## config.mk

```make
export PLATFORM = sky130hd
export DESIGN_NAME = text_console_cursor_control_unit
export DESIGN_NICKNAME = d
export VERILOG_FILES = /design/src/rtl/tccu_pkg.sv /design/src/rtl/tccu_front.sv /design/src/rtl/tccu_queue.sv /design/src/rtl/tccu_back.sv /design/src/rtl/text_console_cursor_control_unit.sv
export VERILOG_INCLUDE_DIRS = /design/src /design/src/rtl
export SDC_FILE = /design/constraint.sdc
export NUM_CORES = 1
export LEC_CHECK = 0
export BUFFER_PORTS_ARGS = -buffer_cell sky130_fd_sc_hd__buf_2
export CAP_MARGIN = 15
export CELL_PAD_IN_SITES_DETAIL_PLACEMENT = 2
export CELL_PAD_IN_SITES_GLOBAL_PLACEMENT = 2
export CORE_AREA = 5 5 153 155
export DETAILED_ROUTE_END_ITERATION = 10
export DIE_AREA = 0 0 158 160
export PLACE_DENSITY = 0.86
export SYNTH_ARGS = -nofsm -noshare
export SYNTH_HDL_FRONTEND = slang
export SYNTH_SLANG_ARGS = --single-unit
```

## constraint.sdc

```tcl
create_clock -name i_clk -period 11.2 [get_ports i_clk]
set_input_delay 2.24 -clock i_clk [delete_from_list [all_inputs] [get_ports i_clk]]
set_output_delay 2.24 -clock i_clk [all_outputs]
set_load 0.03 [all_outputs]
```

## src/rtl/text_console_cursor_control_unit_macros.svh

```systemverilog
// Assertion helpers shared by the console blocks.
// Every check runs on i_clk and is disabled while i_rst_n is low.
`ifndef TEXT_CONSOLE_CURSOR_CONTROL_UNIT_MACROS_SVH
`define TEXT_CONSOLE_CURSOR_CONTROL_UNIT_MACROS_SVH

// Same-cycle implication
`define TCCU_ASSERT_SAME(label, ante, cons) \
    label: assert property (@(posedge i_clk) disable iff (!i_rst_n) \
        (ante) |-> (cons)) else $error("console check failed");

// Next-cycle implication
`define TCCU_ASSERT_NEXT(label, ante, cons) \
    label: assert property (@(posedge i_clk) disable iff (!i_rst_n) \
        (ante) |=> (cons)) else $error("console check failed");

`endif

```

## src/rtl/tccu_pkg.sv

```systemverilog
`timescale 1ns / 1ps

package tccu_pkg;

    // Font geometry
    localparam int GLYPH_WIDTH  = 6;
    localparam int GLYPH_HEIGHT = 8;

    // Largest number of commands one byte can cause
    localparam int MAX_CMDS = 3;

    // Character codes
    localparam logic [7:0] CHAR_SPACE      = 8'h20;
    localparam logic [7:0] CHAR_UNDERSCORE = 8'h5F;
    localparam logic [7:0] CHAR_CR         = 8'h0D;
    localparam logic [7:0] CHAR_LF         = 8'h0A;

    // Configuration reset values
    localparam logic [1:0] OVERFLOW_MODE_RESET = 2'd0;
    localparam logic [7:0] DISPLAY_WIDTH_RESET = 8'd128;
    localparam logic [3:0] TEXT_LINES_RESET    = 4'd8;

    // Display limits
    localparam logic [7:0] DISPLAY_WIDTH_MAX = 8'd128;
    localparam logic [3:0] TEXT_LINES_MIN    = 4'd1;
    localparam logic [3:0] TEXT_LINES_MAX    = 4'd8;

    // Configuration register indexes
    typedef enum logic [1:0] {
        CFG_OVERFLOW_MODE = 2'd0,
        CFG_DISPLAY_WIDTH = 2'd1,
        CFG_TEXT_LINES    = 2'd2
    } t_cfg_idx;

    // Overflow modes
    typedef enum logic [1:0] {
        MODE_OVERRIDE = 2'd0,
        MODE_SCROLL   = 2'd1,
        MODE_CLEAR    = 2'd2
    } t_mode;

    // Display command kinds
    typedef enum logic [1:0] {
        KIND_DRAW         = 2'd0,
        KIND_CLEAR_ROW    = 2'd1,
        KIND_START_LINE   = 2'd2,
        KIND_CLEAR_SCREEN = 2'd3
    } t_kind;

    typedef struct packed {
        t_kind      kind;
        logic [6:0] pixel_column;
        logic [2:0] text_row;
        logic [7:0] glyph_code;
        logic [5:0] start_line;
    } t_cmd;

    // All commands of one byte, slot 0 goes out first
    typedef struct packed {
        t_cmd [MAX_CMDS-1:0] cmds;
        logic [1:0]          count;
    } t_plan;

endpackage

```

## src/rtl/tccu_front.sv

```systemverilog
`timescale 1ns / 1ps

module tccu_front (
    input  logic                i_clk,
    input  logic                i_rst_n,
    input  logic                i_cfg_wr_en,
    input  logic [1:0]          i_cfg_index,
    input  logic [7:0]          i_cfg_wdata,
    input  logic                i_in_valid,
    output logic                o_in_ready,
    input  logic [7:0]          i_char_code,
    input  logic                i_queue_full,
    output logic                o_push,
    output tccu_pkg::t_plan     o_plan
);

    localparam logic [7:0] GW8 = 8'(tccu_pkg::GLYPH_WIDTH);

    // Configuration and cursor state
    logic [1:0] r_overflow_mode;
    logic [7:0] r_display_width;
    logic [3:0] r_text_lines;
    logic [7:0] r_col;
    logic [3:0] r_line;
    logic       r_lf_pending;

    logic [7:0] n_col;
    logic [4:0] n_line;

    logic       accept;
    logic       is_cr;
    logic       is_lf;
    logic       eol;
    logic [7:0] w_eff;
    logic [3:0] h_eff;
    logic [4:0] h5;
    logic [4:0] line_inc;
    logic [4:0] scroll_k;
    logic [9:0] start_prod;
    logic [4:0] draw_row;
    logic [1:0] n_cmds;
    tccu_pkg::t_plan plan;

    assign o_in_ready = !i_queue_full;
    assign accept     = i_in_valid && o_in_ready;
    assign is_cr      = (i_char_code == tccu_pkg::CHAR_CR);
    assign is_lf      = (i_char_code == tccu_pkg::CHAR_LF);

    // Clamp the display geometry
    always_comb begin
        if (r_display_width < GW8) begin
            w_eff = GW8;
        end else if (r_display_width > tccu_pkg::DISPLAY_WIDTH_MAX) begin
            w_eff = tccu_pkg::DISPLAY_WIDTH_MAX;
        end else begin
            w_eff = r_display_width;
        end
        if (r_text_lines < tccu_pkg::TEXT_LINES_MIN) begin
            h_eff = tccu_pkg::TEXT_LINES_MIN;
        end else if (r_text_lines > tccu_pkg::TEXT_LINES_MAX) begin
            h_eff = tccu_pkg::TEXT_LINES_MAX;
        end else begin
            h_eff = r_text_lines;
        end
    end

    assign h5       = {1'b0, h_eff};
    assign eol      = r_col > (w_eff - GW8);
    assign line_inc = {1'b0, r_line} + 5'd1;

    // Classify the byte and build its command list
    always_comb begin
        plan       = '0;
        n_cmds     = 2'd0;
        n_col      = (eol || is_cr) ? 8'd0 : r_col;
        n_line     = {1'b0, r_line};
        scroll_k   = 5'd0;
        start_prod = 10'd0;
        draw_row   = 5'd0;

        if (eol || r_lf_pending) begin
            n_line = line_inc;
            if (line_inc >= h5) begin
                unique case (r_overflow_mode)
                    tccu_pkg::MODE_SCROLL: begin
                        if (line_inc >= {h_eff, 1'b0}) begin
                            n_line = h5;
                        end
                        scroll_k   = n_line - h5 + 5'd1;
                        start_prod = 10'(scroll_k) * 10'(tccu_pkg::GLYPH_HEIGHT);
                        plan.cmds[0].kind       = tccu_pkg::KIND_START_LINE;
                        plan.cmds[0].start_line = start_prod[5:0];
                        plan.cmds[1].kind       = tccu_pkg::KIND_CLEAR_ROW;
                        plan.cmds[1].text_row   = 3'(n_line - h5);
                        n_cmds = 2'd2;
                    end
                    tccu_pkg::MODE_CLEAR: begin
                        plan.cmds[0].kind = tccu_pkg::KIND_CLEAR_SCREEN;
                        plan.cmds[1].kind = tccu_pkg::KIND_START_LINE;
                        n_cmds = 2'd2;
                        n_col  = 8'd0;
                        n_line = 5'd0;
                    end
                    default: begin
                        // override, and the unused mode code
                        n_line = h5 - 5'd1;
                        plan.cmds[0].kind     = tccu_pkg::KIND_CLEAR_ROW;
                        plan.cmds[0].text_row = 3'(n_line);
                        n_cmds = 2'd1;
                    end
                endcase
            end
        end

        // Draw printable and control bytes, not CR or LF
        if (!(is_cr || is_lf)) begin
            draw_row = (n_line < h5) ? n_line : (n_line - h5);
            plan.cmds[n_cmds].kind         = tccu_pkg::KIND_DRAW;
            plan.cmds[n_cmds].pixel_column = n_col[6:0];
            plan.cmds[n_cmds].text_row     = draw_row[2:0];
            plan.cmds[n_cmds].glyph_code   = (i_char_code < tccu_pkg::CHAR_SPACE) ?
                                             tccu_pkg::CHAR_UNDERSCORE : i_char_code;
            n_cmds = n_cmds + 2'd1;
            n_col  = n_col + GW8;
        end
        plan.count = n_cmds;
    end

    assign o_plan = plan;
    assign o_push = accept && (n_cmds != 2'd0);

    // Configuration writes and cursor update
    always_ff @(posedge i_clk) begin
        if (!i_rst_n) begin
            r_overflow_mode <= tccu_pkg::OVERFLOW_MODE_RESET;
            r_display_width <= tccu_pkg::DISPLAY_WIDTH_RESET;
            r_text_lines    <= tccu_pkg::TEXT_LINES_RESET;
            r_col           <= 8'd0;
            r_line          <= 4'd0;
            r_lf_pending    <= 1'b0;
        end else begin
            if (i_cfg_wr_en) begin
                case (i_cfg_index)
                    tccu_pkg::CFG_OVERFLOW_MODE: r_overflow_mode <= i_cfg_wdata[1:0];
                    tccu_pkg::CFG_DISPLAY_WIDTH: r_display_width <= i_cfg_wdata;
                    tccu_pkg::CFG_TEXT_LINES:    r_text_lines    <= i_cfg_wdata[3:0];
                    default: ;
                endcase
            end
            if (accept) begin
                r_col        <= n_col;
                r_line       <= n_line[3:0];
                r_lf_pending <= is_lf;
            end
        end
    end

endmodule

```

## src/rtl/tccu_queue.sv

```systemverilog
`timescale 1ns / 1ps
`include "text_console_cursor_control_unit_macros.svh"

module tccu_queue #(
    parameter int DEPTH = 2
) (
    input  logic            i_clk,
    input  logic            i_rst_n,
    input  logic            i_push,
    input  tccu_pkg::t_plan i_plan,
    input  logic            i_pop,
    output tccu_pkg::t_plan o_plan,
    output logic            o_full,
    output logic            o_empty
);

    localparam int PTR_W = (DEPTH > 1) ? $clog2(DEPTH) : 1;
    localparam int CNT_W = $clog2(DEPTH + 1);
    localparam logic [PTR_W-1:0] PTR_LAST = PTR_W'(DEPTH - 1);
    localparam logic [CNT_W-1:0] CNT_FULL = CNT_W'(DEPTH);

    tccu_pkg::t_plan  r_mem [DEPTH];
    logic [PTR_W-1:0] r_wr_ptr;
    logic [PTR_W-1:0] r_rd_ptr;
    logic [CNT_W-1:0] r_count;

    assign o_full  = (r_count == CNT_FULL);
    assign o_empty = (r_count == '0);
    assign o_plan  = r_mem[r_rd_ptr];

    // Plan storage
    always_ff @(posedge i_clk) begin
        if (i_push) begin
            r_mem[r_wr_ptr] <= i_plan;
        end
    end

    // Pointers and fill count
    always_ff @(posedge i_clk) begin
        if (!i_rst_n) begin
            r_wr_ptr <= '0;
            r_rd_ptr <= '0;
            r_count  <= '0;
        end else begin
            if (i_push) begin
                r_wr_ptr <= (r_wr_ptr == PTR_LAST) ? '0 : r_wr_ptr + 1'b1;
            end
            if (i_pop) begin
                r_rd_ptr <= (r_rd_ptr == PTR_LAST) ? '0 : r_rd_ptr + 1'b1;
            end
            if (i_push && !i_pop) begin
                r_count <= r_count + 1'b1;
            end else if (i_pop && !i_push) begin
                r_count <= r_count - 1'b1;
            end
        end
    end

    `TCCU_ASSERT_SAME(a_count_bound, 1'b1, r_count <= CNT_FULL)
    `TCCU_ASSERT_SAME(a_no_push_full, i_push, !o_full)
    `TCCU_ASSERT_SAME(a_no_pop_empty, i_pop, !o_empty)

endmodule

```

## src/rtl/tccu_back.sv

```systemverilog
`timescale 1ns / 1ps
`include "text_console_cursor_control_unit_macros.svh"

module tccu_back (
    input  logic            i_clk,
    input  logic            i_rst_n,
    input  logic            i_empty,
    input  tccu_pkg::t_plan i_plan,
    output logic            o_pop,
    output logic            o_out_valid,
    input  logic            i_out_ready,
    output logic [1:0]      o_command_kind,
    output logic [6:0]      o_pixel_column,
    output logic [2:0]      o_text_row,
    output logic [7:0]      o_glyph_code,
    output logic [5:0]      o_start_line,
    output logic            o_last_command
);

    tccu_pkg::t_plan r_plan;
    logic [1:0]      r_idx;
    logic            r_busy;

    logic            out_fire;
    logic            last;
    tccu_pkg::t_cmd  cur;

    assign cur      = r_plan.cmds[r_idx];
    assign last     = (r_idx == (r_plan.count - 2'd1));
    assign out_fire = r_busy && i_out_ready;

    // Take the next plan when idle or when the final command leaves
    assign o_pop = !i_empty && (!r_busy || (out_fire && last));

    always_ff @(posedge i_clk) begin
        if (!i_rst_n) begin
            r_busy <= 1'b0;
            r_idx  <= 2'd0;
        end else if (o_pop) begin
            r_plan <= i_plan;
            r_idx  <= 2'd0;
            r_busy <= 1'b1;
        end else if (out_fire) begin
            if (last) begin
                r_busy <= 1'b0;
            end else begin
                r_idx <= r_idx + 2'd1;
            end
        end
    end

    assign o_out_valid    = r_busy;
    assign o_command_kind = cur.kind;
    assign o_pixel_column = cur.pixel_column;
    assign o_text_row     = cur.text_row;
    assign o_glyph_code   = cur.glyph_code;
    assign o_start_line   = cur.start_line;
    assign o_last_command = last;

    `TCCU_ASSERT_SAME(a_busy_count, r_busy, r_plan.count != 2'd0)
    `TCCU_ASSERT_SAME(a_idx_in_plan, r_busy, r_idx < r_plan.count)
    `TCCU_ASSERT_NEXT(a_stall_holds, r_busy && !i_out_ready, r_busy && $stable(r_idx))

endmodule

```

## src/rtl/text_console_cursor_control_unit.sv

```systemverilog
`timescale 1ns / 1ps
// Channel   Direction  Handshake                  Payload
// input     in         i_in_valid / o_in_ready    i_char_code
// output    out        o_out_valid / i_out_ready  o_command_kind, o_pixel_column,
//                                                 o_text_row, o_glyph_code,
//                                                 o_start_line, o_last_command
// config    in         i_cfg_wr_en                i_cfg_index, i_cfg_wdata
//
// The front takes one byte per cycle while the plan queue has room; the back
// sends one command per cycle while i_out_ready is high, so a byte takes as
// many output transfers as it has commands (0 to 3, set by the front's plan).
// A byte's first command is written into the plan queue and then loaded into
// the back's plan register before o_out_valid shows it.
// Synchronous active-low reset clears cursor, loads register defaults, empties
// the queue. A stalled output fills the queue and then drops o_in_ready.

module text_console_cursor_control_unit #(
    parameter int QUEUE_DEPTH = 2
) (
    input  logic       i_clk,
    input  logic       i_rst_n,
    input  logic       i_cfg_wr_en,
    input  logic [1:0] i_cfg_index,
    input  logic [7:0] i_cfg_wdata,
    input  logic       i_in_valid,
    output logic       o_in_ready,
    input  logic [7:0] i_char_code,
    output logic       o_out_valid,
    input  logic       i_out_ready,
    output logic [1:0] o_command_kind,
    output logic [6:0] o_pixel_column,
    output logic [2:0] o_text_row,
    output logic [7:0] o_glyph_code,
    output logic [5:0] o_start_line,
    output logic       o_last_command
);

    logic            push;
    logic            pop;
    logic            full;
    logic            empty;
    tccu_pkg::t_plan front_plan;
    tccu_pkg::t_plan head_plan;

    tccu_front u_front (
        .i_clk        (i_clk),
        .i_rst_n      (i_rst_n),
        .i_cfg_wr_en  (i_cfg_wr_en),
        .i_cfg_index  (i_cfg_index),
        .i_cfg_wdata  (i_cfg_wdata),
        .i_in_valid   (i_in_valid),
        .o_in_ready   (o_in_ready),
        .i_char_code  (i_char_code),
        .i_queue_full (full),
        .o_push       (push),
        .o_plan       (front_plan)
    );

    tccu_queue #(
        .DEPTH (QUEUE_DEPTH)
    ) u_queue (
        .i_clk   (i_clk),
        .i_rst_n (i_rst_n),
        .i_push  (push),
        .i_plan  (front_plan),
        .i_pop   (pop),
        .o_plan  (head_plan),
        .o_full  (full),
        .o_empty (empty)
    );

    tccu_back u_back (
        .i_clk          (i_clk),
        .i_rst_n        (i_rst_n),
        .i_empty        (empty),
        .i_plan         (head_plan),
        .o_pop          (pop),
        .o_out_valid    (o_out_valid),
        .i_out_ready    (i_out_ready),
        .o_command_kind (o_command_kind),
        .o_pixel_column (o_pixel_column),
        .o_text_row     (o_text_row),
        .o_glyph_code   (o_glyph_code),
        .o_start_line   (o_start_line),
        .o_last_command (o_last_command)
    );

endmodule
```

* Word level (Yosys, flattened, before mapping) *
Memories as Yosys holds them, arrays and structs flattened. A register that Yosys moved wholly into a read port is not among the register bits.
Index checks and enable logic that the tools add are counted.

storage, ports and cells
  flip-flop bits (word level) = 34
  latch bits = 0
  memory bits (writable) = 160
  ROM bits = 0
  input bits = 23
  output and inout port bits = 29
  word-level logic and storage cells = 140
  memories kept = 1

memory list
  name           words  width  read ports  clocked after memory_dff  wr ports  line              RTL
  u_queue.r_mem  2      80     1           1                         1         tccu_queue.sv:22  tccu_pkg::t_plan r_mem [DEPTH];

cells by class
  add/sub/neg operators = 14
  multipliers = 0
  divide/modulo/power cells = 0
  $lt $le $gt $ge = 12
  equality and inequality tests = 8
  shifts and indexed selects = 0
  muxes and demuxes = 61
  bitwise gates (word level) = 2
  reductions and logical operators = 31

operators with widths
  cell                 number
  $bwmux 78            4
  $demux 26 s2         4
  $mux 78              1
  $mux 8               8
  $bmux 26 s2          1
  $mux 26              2
  $mux 5               6
  $mux 24              1
  $mux 3               7
  $mux 2               10
  $mux 6               3
  $mux 17              1
  $eq 8x4->1 const B   2
  $mux 14              1
  $reduce_and 2->1     6
  $pmux 5 s2           1
  $add 8x3->8 const B  1
  $gt 8x8->1           1
  $gt 8x8->1 const B   1
  $logic_and 1x1->1    8
  $lt 8x3->1 const B   1
  $lt 8x6->1 const B   1
  $mux 4               2
  $pmux 2 s2           2
  other kinds (25)     53

* Logic depth before layout (Yosys ltp) *
  depth in word-level cells = 18
  mapped depth = 22
  gate-level depth less buffers = 22

* Cells and area by module *
From an unflattened synthesis, not the netlist that was laid out.

unflattened totals
  cells, all modules = 884
  area, all modules = 12,259.3 um^2

modules (own cells, without submodules)
  module      times used  cells an instance  area an instance (um^2)  seq. area each (um^2)
  tccu_queue  1           271                6,019.5                  4,904.7
  tccu_back   1           198                3,236.9                  2,462.4
  tccu_front  1           415                3,002.9                  540.5

* Least setup slack after synthesis *
Ideal clock, no wire load.

  kind = input -> register
  from = input i_char_code[1]
  to = memory u_queue.r_mem[0][0] in the netlist's numbering, enable pin
  arrival = 5.658 ns
  setup slack = 5.050 ns
  cell stages on the path = 4
  path buffers = 0
  cell sequence = or3b_2 > a21oi_2 > a21oi_1 > nor2b_1

on the way
  cells in the longest elaborated chain, start to end = 7
  elaborated cells between the ends (all ways) = 8

ends and longest elaborated chain
  item                            line                                    RTL
  start: declaration              text_console_cursor_control_unit.sv:27  input logic [7:0] i_char_code,
  $eq 8x4->1 (on tied branches)   tccu_front.sv:46, tccu_front.sv:47
  $logic_or 1x1->1 *              tccu_front.sv:116                       if (!(is_cr || is_lf)) begin
  $mux 2 *                        tccu_front.sv:116
  $reduce_bool 2->1 *             tccu_front.sv:130                       assign o_push = accept && (n_cmds != 2'd0);
  $logic_and 1x1->1 *             tccu_front.sv:130
  $mux 1 *                        tccu_queue.sv:33                        if (i_push) begin
  $mux 1 (not written as such) *  tccu_queue.sv:34                        r_mem[r_wr_ptr] <= i_plan;
  end: declaration                tccu_queue.sv:22

Mark *: on every way between the ends. The rest lies on a longest branch, timed or not.

==> flow_metrics.env <==
export IMPL_ant_nets=0
export IMPL_grt_max_degree=64
export IMPL_dr_pass1_iters=5
export IMPL_clock_sinks=223
export IMPL_drive_gt1_frac=0.222
export IMPL_clkTransAtPathRegs_ns=0.06
export IMPL_fin_crit_sh=0.576
export IMPL_reg2reg_to="u_queue.r_mem[0][42]"
export IMPL_path_delay_family="compound AO/OA/AOI/OAI gates"
export IMPL_wl_per_cell_um=32.1
export IMPL_core_area_sq_mm=0.0217
export IMPL_antenna_found_initial=0
export IMPL_ctsResizeCount=0
export IMPL_synthCells=755
export IMPL_cts_tree="done"
export IMPL_grtUsageTotal=0.280
export IMPL_die_w_um=158
export IMPL_hold_viol=0
export IMPL_ioPinCount=52
export IMPL_reg2reg_depth=22
export IMPL_io_buffers=48
export IMPL_cp_cell_sequence="nor4_1, nor2_1, nor2_1, ha_1, nor3_1, o32a_1, ha_1, a21oi_1, o21ai_1, nor2b_2, nor3_4, a21oi_1, a21oi_1, inv_1, ha_1, nor2b_1, o21ai_0, nand2b_1, a21oi_1, o31ai_4, and2_2, o32ai_1"
export IMPL_worst_pin_slew_ns=1.09
export IMPL_max_stage_delay_ns=0.67
export IMPL_via_per_inst=6.18
export IMPL_synth_edff_count=189
export IMPL_dp_slack_ns=5.16
export IMPL_synth_seq_area_share=0.633
export IMPL_p_total_uw=2670
export IMPL_holdBufCountCts=0
export IMPL_cts_made_buffers=25
export IMPL_postLayoutCellArea_sq_mm=0.0114
export IMPL_r2r_setup_slack_ns=4.75
export IMPL_arrival_ns=6.67
export IMPL_outcome="completed"
export IMPL_gp_congestion=0.806
export IMPL_crit_start="u_front.r_display_width[3]"
export IMPL_grt_ovfl_total=0
export IMPL_max_freq_mhz=155
export IMPL_crit_cells=22
export IMPL_powerDensity_mw_per_mm2=234
export IMPL_drt_iter0_drc=662
export IMPL_cp_required_ns=11.42
export IMPL_routed_wirelength_um=35500
export IMPL_die_y_um=160
export IMPL_holdCritPathClass="reg -> reg"
export IMPL_reg2reg_from="u_front.r_display_width[3]"
export IMPL_synth_main_ff_cell="edfxtp_1"
export IMPL_rsz0062_at_grt="no"
export IMPL_critical_path_endpoint="u_queue.r_mem[0][42]"
export IMPL_syn_avg_cell_area_sq_um=13.3
export IMPL_hpwl_um=20500
export IMPL_routed_via_count=6839
export IMPL_finalMaxSlewViolations=0
export IMPL_slowest_stage="nor4_1"
export IMPL_yosysWarnings=0
export IMPL_rows=54
export IMPL_num_antenna_cells=0
export IMPL_cts_root_buffer="clkbuf_16"
export IMPL_peakVddDrop_mv=0.145
export IMPL_fin_worst_skew_ns=0.0184
export IMPL_clock_latency_ns=0.52
export IMPL_critPathKind="reg -> reg"
export IMPL_setup_viol_count_final=0
export IMPL_period_minus_slack_ns=6.45
export IMPL_cp_common_cell="a21oi_1"
export IMPL_max_cap_violations=0
export IMPL_synthArstFlopShare=0
export IMPL_start_util=0.463
export IMPL_grt_first_pass_wirelength_um=52200
export IMPL_layout_nets=864
export IMPL_cts_setup_buffers=0
export IMPL_relSlewSlack=0.273
export IMPL_instances_no_fill=1106
export IMPL_drcViolationCount=0
export IMPL_critPathLaunchType="register"
export IMPL_tns_ns=0
export IMPL_cts_buffer_depth=3
export IMPL_worstPathMaxFanout=8
export IMPL_die_area_sq_mm=0.0253
export IMPL_place_area_sq_mm=0.0106
export IMPL_syn_area_sq_mm=0.0100
export IMPL_h_tree_depth=1
export IMPL_synth_seq_cells=223
export IMPL_yosys_cell_types_count=66
export IMPL_worst_path_buf_inv=1
export IMPL_p_leak_uw=0.00419
export IMPL_fin_ws_ns=4.75
export IMPL_grt_pass1_vias=7647
export IMPL_syn_to_final_growth_pct=13.6
export IMPL_dp_cells=1061
export IMPL_end_kind="register"
==> cell usage after synthesis (13+ instances only) <==
master / n / share of area
mux2_2: 64 / 0.072
clkbuf_1: 25 / 0.0094
edfxtp_1: 189 / 0.57
dfxtp_1: 34 / 0.068
o21ai_0: 27 / 0.013
nand2_1: 49 / 0.018
inv_1: 21 / 0.0079
ha_1: 31 / 0.039
and2_1: 16 / 0.010
nor2_1: 85 / 0.032
nor3_1: 13 / 0.0065
mux2i_1: 33 / 0.033
a21oi_1: 30 / 0.015
==> registers in the layout, summed over array words and instances (netlist names), 2 cells and up <==
name                     cells
u_front.r_col                8
u_front.r_text_lines         4
u_back.r_plan               63
u_back.r_idx                 2
u_queue.r_count              2
u_front.r_overflow_mode      2
u_front.r_line               4
u_queue.r_mem              126
u_front.r_display_width      8
==> cell usage in the layout (no fill, tap or decap), types with 13 or more instances in the layout <==
cell       instances
buf_2             48
o21ai_0           27
clkbuf_16         25
mux2i_1           33
nor2_1            84
edfxtp_1         189
nor3_1            13
and2_1            15
inv_1             21
a21oi_1           30
dfxtp_1           33
mux2_2            64
nand2_1           49
ha_1              31
==> power breakdown <==
group	internal [uW]	switching, uW	total, uW
clock	507	360	867
sequential	1100	89.6	1190
combinational	215	395	610
total	1830	845	2670
==> per-layer routing <==
metal | wire length [um] | vias up | part of all wire | track usage
met2 | 18200 | 332 | 0.51 | 0.492
met4 | 1370 | 0 | 0.039 | 0.0927
li1 | - | 2881 | - | -
met5 | 0 | - | 0 | 0
met3 | 2110 | 94 | 0.059 | 0.0441
met1 | 13800 | 3532 | 0.39 | 0.350
==> tightest hold or removal path, cell delays in order (launching register included) <==
cell and delay (ns):
dfxtp_1 0.33, mux2i_1 0.07, nor2_1 0.08
==> final cells by class <==
cell class | count | area, sq um
multi-input combinational | 481 | 3490
timing repair buffer | 55 | 293
clock inverter | 15 | 171
inverter | 22 | 82.6
tap | 280 | 350
sequential | 223 | 6360
clock buffer | 30 | 654
fill | 2007 | 10300
==> per-stage QoR <==
stage	util	hold slack, ns
final	0.526	0.518
after global routing	0.526	0.568
after CTS	0.526	0.536
after global placement	0.487	0.488
after detailed placement	0.487	0.521
after floorplan	-	0.458
==> worst min path at each step <==
| stage | from | endpoint | slack, ns | depth (start not counted) |
|---|---|---|---|---|
| 3_5_place_dp | u_front.r_text_lines[0] | u_front.r_text_lines[0] | 0.52 | 2 |
| 2_1_floorplan | u_front.r_text_lines[0] | u_front.r_text_lines[0] | 0.46 | 2 |
| 3_3_place_gp | u_front.r_text_lines[0] | u_front.r_text_lines[0] | 0.49 | 2 |
| 4_1_cts | u_front.r_text_lines[0] | u_front.r_text_lines[0] | 0.54 | 2 |
| 5_1_grt | u_queue.r_mem[1][69] | u_back.r_plan[69] | 0.57 | 1 |
| 6_report | u_front.r_text_lines[0] | u_front.r_text_lines[0] | 0.52 | 2 |
==> cell families (layout without fill, tap and decap cells) <==
kind of cell               count (synthesis)  count (layout)  share of synthesized area
other                                      1               3                   0.000374
buffers and inverters                     53             122                     0.0211
xor gates and xnor gates                  15              15                     0.0131
and+or+nand+nor                          233             233                      0.118
AOI/OAI and AO/OA                        100             100                     0.0670
DFF                                      223             223                      0.633
adders and majority gates                 33              33                     0.0426
muxes                                     97              97                      0.105
Note: power is estimated with default switching activity, not from simulation.
